<file path="config.mk">
export PLATFORM = sky130hd
export DESIGN_NAME = firmware_update_receiver
export DESIGN_NICKNAME = d
export VERILOG_FILES = /design/src/rtl/fwur_pkg.sv /design/src/rtl/fwur_core.sv /design/src/rtl/firmware_update_receiver.sv
export SDC_FILE = /design/constraint.sdc
export NUM_CORES = 2
export LEC_CHECK = 0
export BUFFER_PORTS_ARGS = -buffer_cell sky130_fd_sc_hd__buf_2
export CAP_MARGIN = 20
export CORE_ASPECT_RATIO = 0.7
export CORE_MARGIN = 2
export CORE_UTILIZATION = 50
export DETAILED_ROUTE_END_ITERATION = 8
export PLACE_DENSITY = 0.66
export SETUP_SLACK_MARGIN = 0.2
export SYNTH_ARGS = -nofsm -noshare
export SYNTH_HDL_FRONTEND = slang
export SYNTH_SLANG_ARGS = --single-unit
</file>
<file path="constraint.sdc">
create_clock -name i_clk -period 9.1 [get_ports i_clk]
set_clock_uncertainty 0.15 [all_clocks]
set_input_delay 1.82 -clock i_clk [delete_from_list [all_inputs] [get_ports i_clk]]
set_output_delay 1.82 -clock i_clk [all_outputs]
set_load 0.01 [all_outputs]
</file>
<file path="src/rtl/fwur_pkg.sv">
// ============================================================================
// fwur_pkg
// Shared types and constants of the firmware update receiver.
// ============================================================================
`default_nettype none

package fwur_pkg;

    // boot phases
    localparam logic [3:0] PH_CHECK  = 4'd0;
    localparam logic [3:0] PH_WAIT   = 4'd1;
    localparam logic [3:0] PH_HEADER = 4'd2;
    localparam logic [3:0] PH_ERASE  = 4'd3;
    localparam logic [3:0] PH_IMAGE  = 4'd4;
    localparam logic [3:0] PH_WPEND  = 4'd5;
    localparam logic [3:0] PH_VERIFY = 4'd6;
    localparam logic [3:0] PH_JUMP   = 4'd7;
    localparam logic [3:0] PH_ERROR  = 4'd8;

    // event kinds
    localparam logic [2:0] EV_CHECK   = 3'd0;
    localparam logic [2:0] EV_PACKET  = 3'd1;
    localparam logic [2:0] EV_RXFAIL  = 3'd2;
    localparam logic [2:0] EV_FLASH   = 3'd3;
    localparam logic [2:0] EV_VERIFY  = 3'd4;
    localparam logic [2:0] EV_TIMEOUT = 3'd5;

    // flash commands
    localparam logic [1:0] FCMD_NONE  = 2'd0;
    localparam logic [1:0] FCMD_ERASE = 2'd1;
    localparam logic [1:0] FCMD_WRITE = 2'd2;

    // configuration register indexes
    localparam logic [2:0] REG_STACK_LOW     = 3'd0;
    localparam logic [2:0] REG_STACK_HIGH    = 3'd1;
    localparam logic [2:0] REG_IMAGE_BASE    = 3'd2;
    localparam logic [2:0] REG_HANDLER_LIMIT = 3'd3;
    localparam logic [2:0] REG_IMAGE_LIMIT   = 3'd4;
    localparam logic [2:0] REG_FRAME_MARK    = 3'd5;
    localparam logic [2:0] REG_IMAGE_MAGIC   = 3'd6;
    localparam logic [2:0] REG_PAYLOAD_LIMIT = 3'd7;

    // protocol constants
    localparam logic [15:0] HEADER_BYTES     = 16'd16;
    localparam logic [7:0]  CMD_START_UPDATE = 8'd1;
    localparam logic [7:0]  CMD_DATA         = 8'd2;

    typedef struct packed {
        logic [31:0] stack_low;
        logic [31:0] stack_high;
        logic [31:0] image_base;
        logic [31:0] handler_limit;
        logic [31:0] image_limit;
        logic [15:0] frame_marker;
        logic [31:0] image_magic_value;
        logic [15:0] payload_limit;
    } t_cfg;

    typedef struct packed {
        logic [2:0]  req_type;
        logic [15:0] pkt_marker;
        logic [7:0]  pkt_command;
        logic [15:0] pkt_sequence;
        logic [15:0] pkt_length;
        logic        crc_ok;
        logic [31:0] hdr_image_size;
        logic [31:0] hdr_magic;
        logic [31:0] stack_word;
        logic [31:0] reset_word;
        logic        ok_flag;
    } t_item;

    typedef struct packed {
        logic [3:0]  phase;
        logic [15:0] expected_seq;
        logic [31:0] bytes_done;
        logic [31:0] next_address;
        logic [31:0] image_bytes;
        logic [15:0] pending_length;
        logic [15:0] pending_seq;
    } t_state;

    typedef struct packed {
        logic [3:0]  boot_state;
        logic        send_ack;
        logic        send_nack;
        logic [15:0] reply_sequence;
        logic [1:0]  flash_command;
        logic [31:0] flash_address;
        logic [15:0] flash_length;
        logic        start_verify;
        logic        start_jump;
    } t_result;

endpackage

`default_nettype wire

</file>
<file path="src/rtl/fwur_core.sv">
// ============================================================================
// fwur_core
// One step of the update sequencer: next state and result for one event.
// ============================================================================
`default_nettype none

module fwur_core (
    input  wire fwur_pkg::t_cfg    i_cfg,
    input  wire fwur_pkg::t_state  i_state,
    input  wire fwur_pkg::t_item   i_item,
    output fwur_pkg::t_state       o_state,
    output fwur_pkg::t_result      o_result
);

    logic [31:0] reset_addr;
    logic        stack_ok;
    logic        reset_ok;
    logic        hdr_ok;
    logic [32:0] bytes_after;
    logic [31:0] bytes_new;
    logic        is_pkt;

    assign reset_addr = i_item.reset_word & ~32'd1;
    assign stack_ok   = (i_item.stack_word >= i_cfg.stack_low)
                      && (i_item.stack_word < i_cfg.stack_high);
    assign reset_ok   = (reset_addr >= i_cfg.image_base) && (reset_addr < i_cfg.handler_limit);
    assign hdr_ok     = (i_item.pkt_marker == i_cfg.frame_marker)
                      && (i_item.pkt_command == fwur_pkg::CMD_START_UPDATE)
                      && (i_item.pkt_length == fwur_pkg::HEADER_BYTES)
                      && (i_item.hdr_image_size != 32'd0)
                      && (i_item.hdr_magic == i_cfg.image_magic_value)
                      && (i_item.hdr_image_size <= i_cfg.image_limit);
    // 33-bit sum so the overflow check cannot wrap
    assign bytes_after = {1'b0, i_state.bytes_done} + {17'd0, i_item.pkt_length};
    assign bytes_new   = i_state.bytes_done + {16'd0, i_state.pending_length};
    assign is_pkt      = (i_item.req_type == fwur_pkg::EV_PACKET);

    always_comb begin
        o_state  = i_state;
        o_result = '0;
        case (i_state.phase)
            fwur_pkg::PH_CHECK: begin
                if (i_item.req_type == fwur_pkg::EV_CHECK) begin
                    o_state.phase = (stack_ok && reset_ok && i_item.ok_flag) ?
                                    fwur_pkg::PH_WAIT : fwur_pkg::PH_HEADER;
                end
            end
            fwur_pkg::PH_WAIT: begin
                if (is_pkt && i_item.pkt_command == fwur_pkg::CMD_START_UPDATE) begin
                    o_state.phase = fwur_pkg::PH_HEADER;
                end else if (is_pkt || i_item.req_type == fwur_pkg::EV_RXFAIL
                             || i_item.req_type == fwur_pkg::EV_TIMEOUT) begin
                    o_state.phase       = fwur_pkg::PH_JUMP;
                    o_result.start_jump = 1'b1;
                end
            end
            fwur_pkg::PH_HEADER: begin
                if (i_item.req_type == fwur_pkg::EV_RXFAIL) begin
                    o_state.phase = fwur_pkg::PH_ERROR;
                end else if (is_pkt) begin
                    if (!hdr_ok) begin
                        o_state.phase = fwur_pkg::PH_ERROR;
                    end else begin
                        o_result.send_ack       = 1'b1;
                        o_result.reply_sequence = i_item.pkt_sequence;
                        o_result.flash_command  = fwur_pkg::FCMD_ERASE;
                        o_result.flash_address  = i_cfg.image_base;
                        o_result.flash_length   = fwur_pkg::HEADER_BYTES;
                        o_state.image_bytes     = i_item.hdr_image_size;
                        o_state.next_address    = i_cfg.image_base
                                                + {16'd0, fwur_pkg::HEADER_BYTES};
                        o_state.bytes_done      = 32'd0;
                        o_state.expected_seq    = 16'd0;
                        o_state.phase           = fwur_pkg::PH_ERASE;
                    end
                end
            end
            fwur_pkg::PH_ERASE: begin
                if (i_item.req_type == fwur_pkg::EV_FLASH) begin
                    o_state.phase = i_item.ok_flag ? fwur_pkg::PH_IMAGE : fwur_pkg::PH_ERROR;
                end
            end
            fwur_pkg::PH_IMAGE: begin
                if (i_item.req_type == fwur_pkg::EV_RXFAIL) begin
                    o_state.phase = fwur_pkg::PH_ERROR;
                end else if (is_pkt) begin
                    if (i_item.pkt_marker != i_cfg.frame_marker) begin
                        o_result.send_nack      = 1'b1;
                        o_result.reply_sequence = i_item.pkt_sequence;
                    end else if (i_item.pkt_command != fwur_pkg::CMD_DATA) begin
                        o_state.phase = fwur_pkg::PH_ERROR;
                    end else if (i_item.pkt_sequence != i_state.expected_seq) begin
                        o_result.send_nack      = 1'b1;
                        o_result.reply_sequence = i_state.expected_seq;
                    end else if (i_item.pkt_length > i_cfg.payload_limit
                                 || bytes_after > {1'b0, i_state.image_bytes}) begin
                        o_state.phase = fwur_pkg::PH_ERROR;
                    end else if (!i_item.crc_ok) begin
                        o_result.send_nack      = 1'b1;
                        o_result.reply_sequence = i_item.pkt_sequence;
                    end else begin
                        o_result.flash_command = fwur_pkg::FCMD_WRITE;
                        o_result.flash_address = i_state.next_address;
                        o_result.flash_length  = i_item.pkt_length;
                        o_state.pending_length = i_item.pkt_length;
                        o_state.pending_seq    = i_item.pkt_sequence;
                        o_state.phase          = fwur_pkg::PH_WPEND;
                    end
                end
            end
            fwur_pkg::PH_WPEND: begin
                if (i_item.req_type == fwur_pkg::EV_FLASH) begin
                    if (!i_item.ok_flag) begin
                        o_state.phase = fwur_pkg::PH_ERROR;
                    end else begin
                        o_state.next_address    = i_state.next_address
                                                + {16'd0, i_state.pending_length};
                        o_state.bytes_done      = bytes_new;
                        o_state.expected_seq    = i_state.expected_seq + 16'd1;
                        o_result.send_ack       = 1'b1;
                        o_result.reply_sequence = i_state.pending_seq;
                        if (bytes_new >= i_state.image_bytes) begin
                            o_state.phase         = fwur_pkg::PH_VERIFY;
                            o_result.start_verify = 1'b1;
                        end else begin
                            o_state.phase = fwur_pkg::PH_IMAGE;
                        end
                    end
                end
            end
            fwur_pkg::PH_VERIFY: begin
                if (i_item.req_type == fwur_pkg::EV_VERIFY) begin
                    if (i_item.ok_flag) begin
                        o_state.phase       = fwur_pkg::PH_JUMP;
                        o_result.start_jump = 1'b1;
                    end else begin
                        o_state.phase = fwur_pkg::PH_ERROR;
                    end
                end
            end
            fwur_pkg::PH_JUMP, fwur_pkg::PH_ERROR: begin
                o_state.phase = i_state.phase;
            end
            default: begin
                o_state.phase = fwur_pkg::PH_ERROR;
            end
        endcase
        o_result.boot_state = o_state.phase;
    end

endmodule

`default_nettype wire

</file>
<file path="src/rtl/firmware_update_receiver.sv">
// ============================================================================
// firmware_update_receiver
// Bootloader update sequencer driven by a stream of events, one result each.
// ============================================================================
// Each accepted event yields exactly one result. Events move through an input
// register, then the step logic updates the sequencer state and loads the
// result register, from which the result is presented; one event is taken
// every clock cycle while the result stream is not stalled, the rate being
// bounded otherwise only by the state update feeding the next event. A stalled
// result lets one more event wait in the input register before o_s_tready
// drops. The user must write configuration registers through the i_cfg_* port
// only while no event is in flight; the block itself does not enforce this.
`default_nettype none

module firmware_update_receiver (
    input  wire          i_clk,
    input  wire          i_rst_n,
    // configuration
    input  wire          i_cfg_we,
    input  wire  [2:0]   i_cfg_idx,
    input  wire  [31:0]  i_cfg_data,
    // event stream
    input  wire          i_s_tvalid,
    output logic         o_s_tready,
    // [15:0] pkt_marker, [23:16] pkt_command, [39:24] pkt_sequence,
    // [55:40] pkt_length, [56] crc_ok, [88:57] hdr_image_size,
    // [120:89] hdr_magic, [152:121] stack_word, [184:153] reset_word,
    // [185] ok_flag, [191:186] zero
    input  wire  [191:0] i_s_tdata,
    // [2:0] req_type
    input  wire  [2:0]   i_s_tuser,
    // result stream
    output logic         o_m_tvalid,
    input  wire          i_m_tready,
    // [3:0] boot_state, [4] send_ack, [5] send_nack, [21:6] reply_sequence,
    // [23:22] flash_command, [55:24] flash_address, [71:56] flash_length,
    // [72] start_verify, [73] start_jump, [79:74] zero
    output logic [79:0]  o_m_tdata
);

    fwur_pkg::t_cfg    r_cfg;
    fwur_pkg::t_state  r_state;
    fwur_pkg::t_state  n_state;
    fwur_pkg::t_item   r_item;
    fwur_pkg::t_result r_res;
    fwur_pkg::t_result n_res;
    logic              r_in_vld;
    logic              r_out_vld;
    logic              advance;
    logic              s_accept;

    assign advance    = r_in_vld && (!r_out_vld || i_m_tready);
    assign o_s_tready = !r_in_vld || advance;
    assign s_accept   = i_s_tvalid && o_s_tready;

    fwur_core u_core (
        .i_cfg    (r_cfg),
        .i_state  (r_state),
        .i_item   (r_item),
        .o_state  (n_state),
        .o_result (n_res)
    );

    // configuration registers
    always_ff @(posedge i_clk) begin
        if (!i_rst_n) begin
            r_cfg.stack_low         <= 32'h2000_0000;
            r_cfg.stack_high        <= 32'h2000_5000;
            r_cfg.image_base        <= 32'h0800_4000;
            r_cfg.handler_limit     <= 32'h0801_0000;
            r_cfg.image_limit       <= 32'd49152;
            r_cfg.frame_marker      <= 16'd0;
            r_cfg.image_magic_value <= 32'd0;
            r_cfg.payload_limit     <= 16'd256;
        end else if (i_cfg_we) begin
            case (i_cfg_idx)
                fwur_pkg::REG_STACK_LOW:     r_cfg.stack_low         <= i_cfg_data;
                fwur_pkg::REG_STACK_HIGH:    r_cfg.stack_high        <= i_cfg_data;
                fwur_pkg::REG_IMAGE_BASE:    r_cfg.image_base        <= i_cfg_data;
                fwur_pkg::REG_HANDLER_LIMIT: r_cfg.handler_limit     <= i_cfg_data;
                fwur_pkg::REG_IMAGE_LIMIT:   r_cfg.image_limit       <= i_cfg_data;
                fwur_pkg::REG_FRAME_MARK:    r_cfg.frame_marker      <= i_cfg_data[15:0];
                fwur_pkg::REG_IMAGE_MAGIC:   r_cfg.image_magic_value <= i_cfg_data;
                fwur_pkg::REG_PAYLOAD_LIMIT: r_cfg.payload_limit     <= i_cfg_data[15:0];
                default: begin
                end
            endcase
        end
    end

    // control and sequencer state
    always_ff @(posedge i_clk) begin
        if (!i_rst_n) begin
            r_in_vld  <= 1'b0;
            r_out_vld <= 1'b0;
            r_state   <= '0;
        end else begin
            if (s_accept) begin
                r_in_vld <= 1'b1;
            end else if (advance) begin
                r_in_vld <= 1'b0;
            end
            if (advance) begin
                r_out_vld <= 1'b1;
                r_state   <= n_state;
            end else if (i_m_tready) begin
                r_out_vld <= 1'b0;
            end
        end
    end

    // payload registers
    always_ff @(posedge i_clk) begin
        if (s_accept) begin
            r_item.req_type       <= i_s_tuser;
            r_item.pkt_marker     <= i_s_tdata[15:0];
            r_item.pkt_command    <= i_s_tdata[23:16];
            r_item.pkt_sequence   <= i_s_tdata[39:24];
            r_item.pkt_length     <= i_s_tdata[55:40];
            r_item.crc_ok         <= i_s_tdata[56];
            r_item.hdr_image_size <= i_s_tdata[88:57];
            r_item.hdr_magic      <= i_s_tdata[120:89];
            r_item.stack_word     <= i_s_tdata[152:121];
            r_item.reset_word     <= i_s_tdata[184:153];
            r_item.ok_flag        <= i_s_tdata[185];
        end
        if (advance) begin
            r_res <= n_res;
        end
    end

    assign o_m_tvalid = r_out_vld;
    assign o_m_tdata  = {6'd0, r_res.start_jump, r_res.start_verify, r_res.flash_length,
                         r_res.flash_address, r_res.flash_command, r_res.reply_sequence,
                         r_res.send_nack, r_res.send_ack, r_res.boot_state};

`ifndef SYNTHESIS
    a_ack_nack_excl: assert property (@(posedge i_clk) disable iff (!i_rst_n)
        r_out_vld |-> !(r_res.send_ack && r_res.send_nack))
        else $error("ack and nack raised together");

    a_fcmd_legal: assert property (@(posedge i_clk) disable iff (!i_rst_n)
        r_out_vld |-> (r_res.flash_command != 2'd3))
        else $error("illegal flash command");

    a_jump_state: assert property (@(posedge i_clk) disable iff (!i_rst_n)
        (r_out_vld && r_res.start_jump) |-> (r_res.boot_state == fwur_pkg::PH_JUMP))
        else $error("jump request outside jump state");

    a_jump_sticky: assert property (@(posedge i_clk) disable iff (!i_rst_n)
        (r_state.phase == fwur_pkg::PH_JUMP) |=> (r_state.phase == fwur_pkg::PH_JUMP))
        else $error("left jump state");

    a_state_only_on_advance: assert property (@(posedge i_clk) disable iff (!i_rst_n)
        !advance |=> $stable(r_state))
        else $error("state changed without a processed event");
`endif

endmodule

`default_nettype wire
</file>
==> results.json <==
{
  "first_pass_iters": 6,
  "p_leak_nw": 14.58,
  "worst_slack_ns": 2.750,
  "drv_cap": 0,
  "place_inst": 4598,
  "synth_area_um2": 33580,
  "drt-initial-drc-count": 2515,
  "multi_input_area_um2": 16660,
  "ant_nets": 0,
  "slowest_stage": "a221oi_4",
  "clk_latency_ns": 0.62,
  "fp.coreArea_um2": 66420,
  "htreeDepth": 3,
  "fin_cells": 4726,
  "fp.dieH_um": 220.8,
  "tritoncts": "yes",
  "routed_via_density": 5.588,
  "fin_nets": 4304,
  "synth-xor-area-share_pct": 4.330,
  "cp_common_cell": "o211ai_1",
  "grt_antenna_before_repair": 10,
  "cp-start-kind": "register",
  "cts_setup_buffers": 0,
  "hold_depth": 2,
  "setup_viol": 0,
  "cts-root-buf": "clkbuf_16",
  "finalWirelength_um": 96350,
  "cts_sinks": 636,
  "final_area_um2": 38070,
  "grt_start_max_net_pins": 109,
  "status": "finished clean",
  "worstMarginPinSlew_ns": 1.153,
  "fillers": 5896,
  "yosysSeqAreaShare_pct": 45.72,
  "hold_path_class": "register to register",
  "relSlewSlack_pct": 22.48,
  "async_reset_ff_share_pct": 0,
  "crit_buf_inv": 2,
  "cts_resized": 0,
  "syn_inst": 3537,
  "finalHoldViolCount": 0,
  "rrSetupSlack_ns": 2.75,
  "globalRouteTotalUtil_pct": 27.30,
  "syn-mean-instance-area_um2": 9.494,
  "finalCritPeriodShare_pct": 69.78,
  "cp.required_ns": 9.43,
  "synth_top_family_by_area": "simple AND/OR/NAND/NOR gates",
  "drc_errors": 0,
  "numPortBuffers": 303,
  "min_period_ns": 6.350,
  "gp_congestion": 0.9307,
  "rsz0062_at_grt": "false",
  "boundaryPins": 317,
  "endpoint_kind": "register",
  "r2r-end": "o_m_tdata[0]",
  "place_area_um2": 35850,
  "yosysUniqueCellTypes": 79,
  "grt_pass1_vias": 24390,
  "cts_buffers": 67,
  "synth_edf_count": 262,
  "hp-start": "r_state[8]",
  "place_ws_ns": 2.898,
  "drive_above_1_share_pct": 12.42,
  "cts.path.max_buffers": 3,
  "start_util_pct": 50.56,
  "critical_path.max_fanout": 40,
  "crit_chain": "ha_1 > a21o_1 > a21oi_1 > o21ai_0 > a41o_1 > a21oi_1 > a311oi_1 > buf_4 > and2_1 > nand3_1 > xnor2_1 > ha_1 > a211o_1 > o211ai_1 > and4_1 > o211ai_1 > o211ai_1 > o311ai_2 > a221oi_4 > buf_4 > or3_1 > or2_2",
  "finalSetupTns_ns": 0,
  "ys_warn_count": 0,
  "vias": 26410,
  "maxSlewViolCount": 0,
  "p_per_area_nw_per_um2": 166.8,
  "ir_drop_mv": 0.1346,
  "cp.arrival_ns": 6.68,
  "rows": 79,
  "fmax_mhz": 157.5,
  "muxShareOfSynthArea_pct": 1.941,
  "crit_family": "compound AO/OA/AOI/OAI gates",
  "synth_flop_cell": "dfxtp_1",
  "die-area_um2": 69280,
  "grt_pass1_wl_um": 146200,
  "synthSimpleGateAreaFrac_pct": 16.17,
  "area_growth_pct": 13.36,
  "clkTransAtPathRegs_ns": 0.06,
  "r2r_cells": 22,
  "max_stage_delay_ns": 0.71,
  "critPathKind": "register to register",
  "ys_seq_elements": 636,
  "holdPathEnd": "r_state[8]",
  "cts_hold_buf": 0,
  "die_w_um": 313.8,
  "reg2reg_from": "r_item[131]",
  "regArea_um2": 15350,
  "wl_per_cell_um": 20.39,
  "dpl.hpwl_um": 68810,
  "synthAdderAreaFrac_pct": 10.87,
  "overflow": 0,
  "synth_compound_area_share_pct": 16.02
}
==> worst max-delay path by stage <==
| stage | startpoint | end | slack, ns | depth (start not counted) |
|---|---|---|---|---|
| 2_1_floorplan | i_m_tready | r_item[0] | 2.04 | 3 |
| 3_3_place_gp | r_item[131] | o_m_tdata[0] | 2.90 | 22 |
| 3_5_place_dp | r_item[131] | o_m_tdata[0] | 2.90 | 22 |
| 4_1_cts | r_item[131] | o_m_tdata[0] | 2.86 | 22 |
| 5_1_grt | r_item[130] | o_m_tdata[0] | 2.50 | 21 |
| 6_report | r_item[131] | o_m_tdata[0] | 2.75 | 22 |
==> flip-flops by register name, summed over array words and instances, names as in the netlist <==
signal,flops
r_state,148
r_in_vld,1
r_item,188
r_cfg,224
o_m_tvalid,1
o_m_tdata,74
==> synthesized netlist by cell type (8+ instances only) <==
master | count | share of area [%]
nand2_1 | 633 | 7.1
dfxtp_1 | 374 | 22
ha_1 | 287 | 11
edfxtp_1 | 262 | 23
a21boi_0 | 251 | 5.6
inv_1 | 249 | 2.8
a21oi_1 | 133 | 2.0
clkbuf_1 | 127 | 1.4
nor2_1 | 123 | 1.4
o21ai_0 | 121 | 1.8
xnor2_1 | 111 | 2.9
nand3_1 | 71 | 1.1
nand4_1 | 68 | 1.3
mux2i_1 | 64 | 1.9
nor2b_1 | 61 | 1.1
xor2_1 | 55 | 1.4
a21o_1 | 38 | 0.85
a22o_1 | 36 | 0.94
and2_1 | 34 | 0.63
nor4_1 | 32 | 0.60
nor3_1 | 30 | 0.45
a31oi_1 | 28 | 0.52
and3_1 | 27 | 0.50
o211ai_1 | 25 | 0.56
a22oi_1 | 24 | 0.54
nand2b_1 | 19 | 0.35
o22ai_1 | 18 | 0.34
and4_1 | 17 | 0.44
clkbuf_2 | 16 | 0.24
o21a_1 | 15 | 0.34
a211oi_1 | 14 | 0.31
buf_2 | 14 | 0.21
or2_2 | 14 | 0.26
nand3b_1 | 11 | 0.25
buf_4 | 10 | 0.22
nor3b_1 | 9 | 0.20
or3_1 | 9 | 0.17
o21bai_1 | 8 | 0.18
==> power by group <==
part / internal, mW / switching, mW / total [mW] / leakage (nW)
Sequential: 3.06 / 0.0780 / 3.14 / 5.53
Clock: 1.58 / 1.18 / 2.76 / 1.05
Combinational: 0.176 / 0.269 / 0.445 / 8.00
==> worst reg2reg max path: cells and delay by family, from the launching register on <==
kind            cells  cell delay [ns]
flops               1             0.54
xor+xnor            1             0.16
simple gates        5             0.99
fa+ha+maj           2             0.56
compound gates     12             3.03
buf+inv             2             0.78
==> area by class of cell <==
class	instances	share of cell area (%)
tap	891	2.929
inverter	249	2.455
multi-input combinational	2485	43.75
antenna	1	0.006574
sequential	636	40.34
clock inverter	30	0.8381
clock buffer	94	4.861
timing repair buffer	340	4.822
==> cells in the final DEF, fill, tap and decap left out, types with 9 or more instances in the layout <==
master and n:
or3_1 9, o211ai_1 25, nand2_1 633, nor2_1 119, o21a_1 15, nand3b_1 11
nand3_1 70, and4_1 17, a211oi_1 14, nor3_1 28, nand4_1 68, nor2b_1 60
ha_1 287, a21boi_0 251, xor2_1 55, and3_1 27, clkbuf_16 69, inv_1 249
mux2i_1 64, a22o_1 36, a21oi_1 133, a22oi_1 24, o22ai_1 18, clkbuf_1 22
nor3b_1 9, xnor2_1 111, buf_2 302, edfxtp_1 262, nand2b_1 19, and2_1 32
a31oi_1 28, dfxtp_1 374, a21o_1 38, or2_2 14, nor4_1 31, o21ai_0 121
buf_4 34
==> per-layer routing <==
layer / track usage (%) / wire length (µm) / vias up
met1: 42.65 / 46930 / 12510
met4: 5.325 / 1558 / 0
met2: 39.68 / 40650 / 889
met5: 0 / 0 / -
met3: 4.227 / 7219 / 93
li1: - / - / 12920
==> cell families after synthesis <==
group	count (synthesis)
DFF	636
other	1
xor gates and xnor gates	166
buffers and inverters	421
adders and majority gates	290
and+or+nand+nor	1173
AOI/OAI and AO/OA	785
muxes	65
==> stage by stage <==
| stage | utilization [%] | hold WS, ns | power [mW] |
|---|---|---|---|
| 6_report | 57.31 | 0.3118 | 6.350 |
| 5_1_grt | 57.31 | 0.3313 | 6.581 |
| 4_1_cts | 57.24 | 0.3109 | 6.394 |
| 3_5_place_dp | 53.97 | 0.3020 | 3.641 |
| 3_3_place_gp | 53.95 | 0.2963 | 3.636 |
| 2_1_floorplan | - | 0.2885 | 3.439 |
Note: power is estimated with default switching activity, not from simulation.
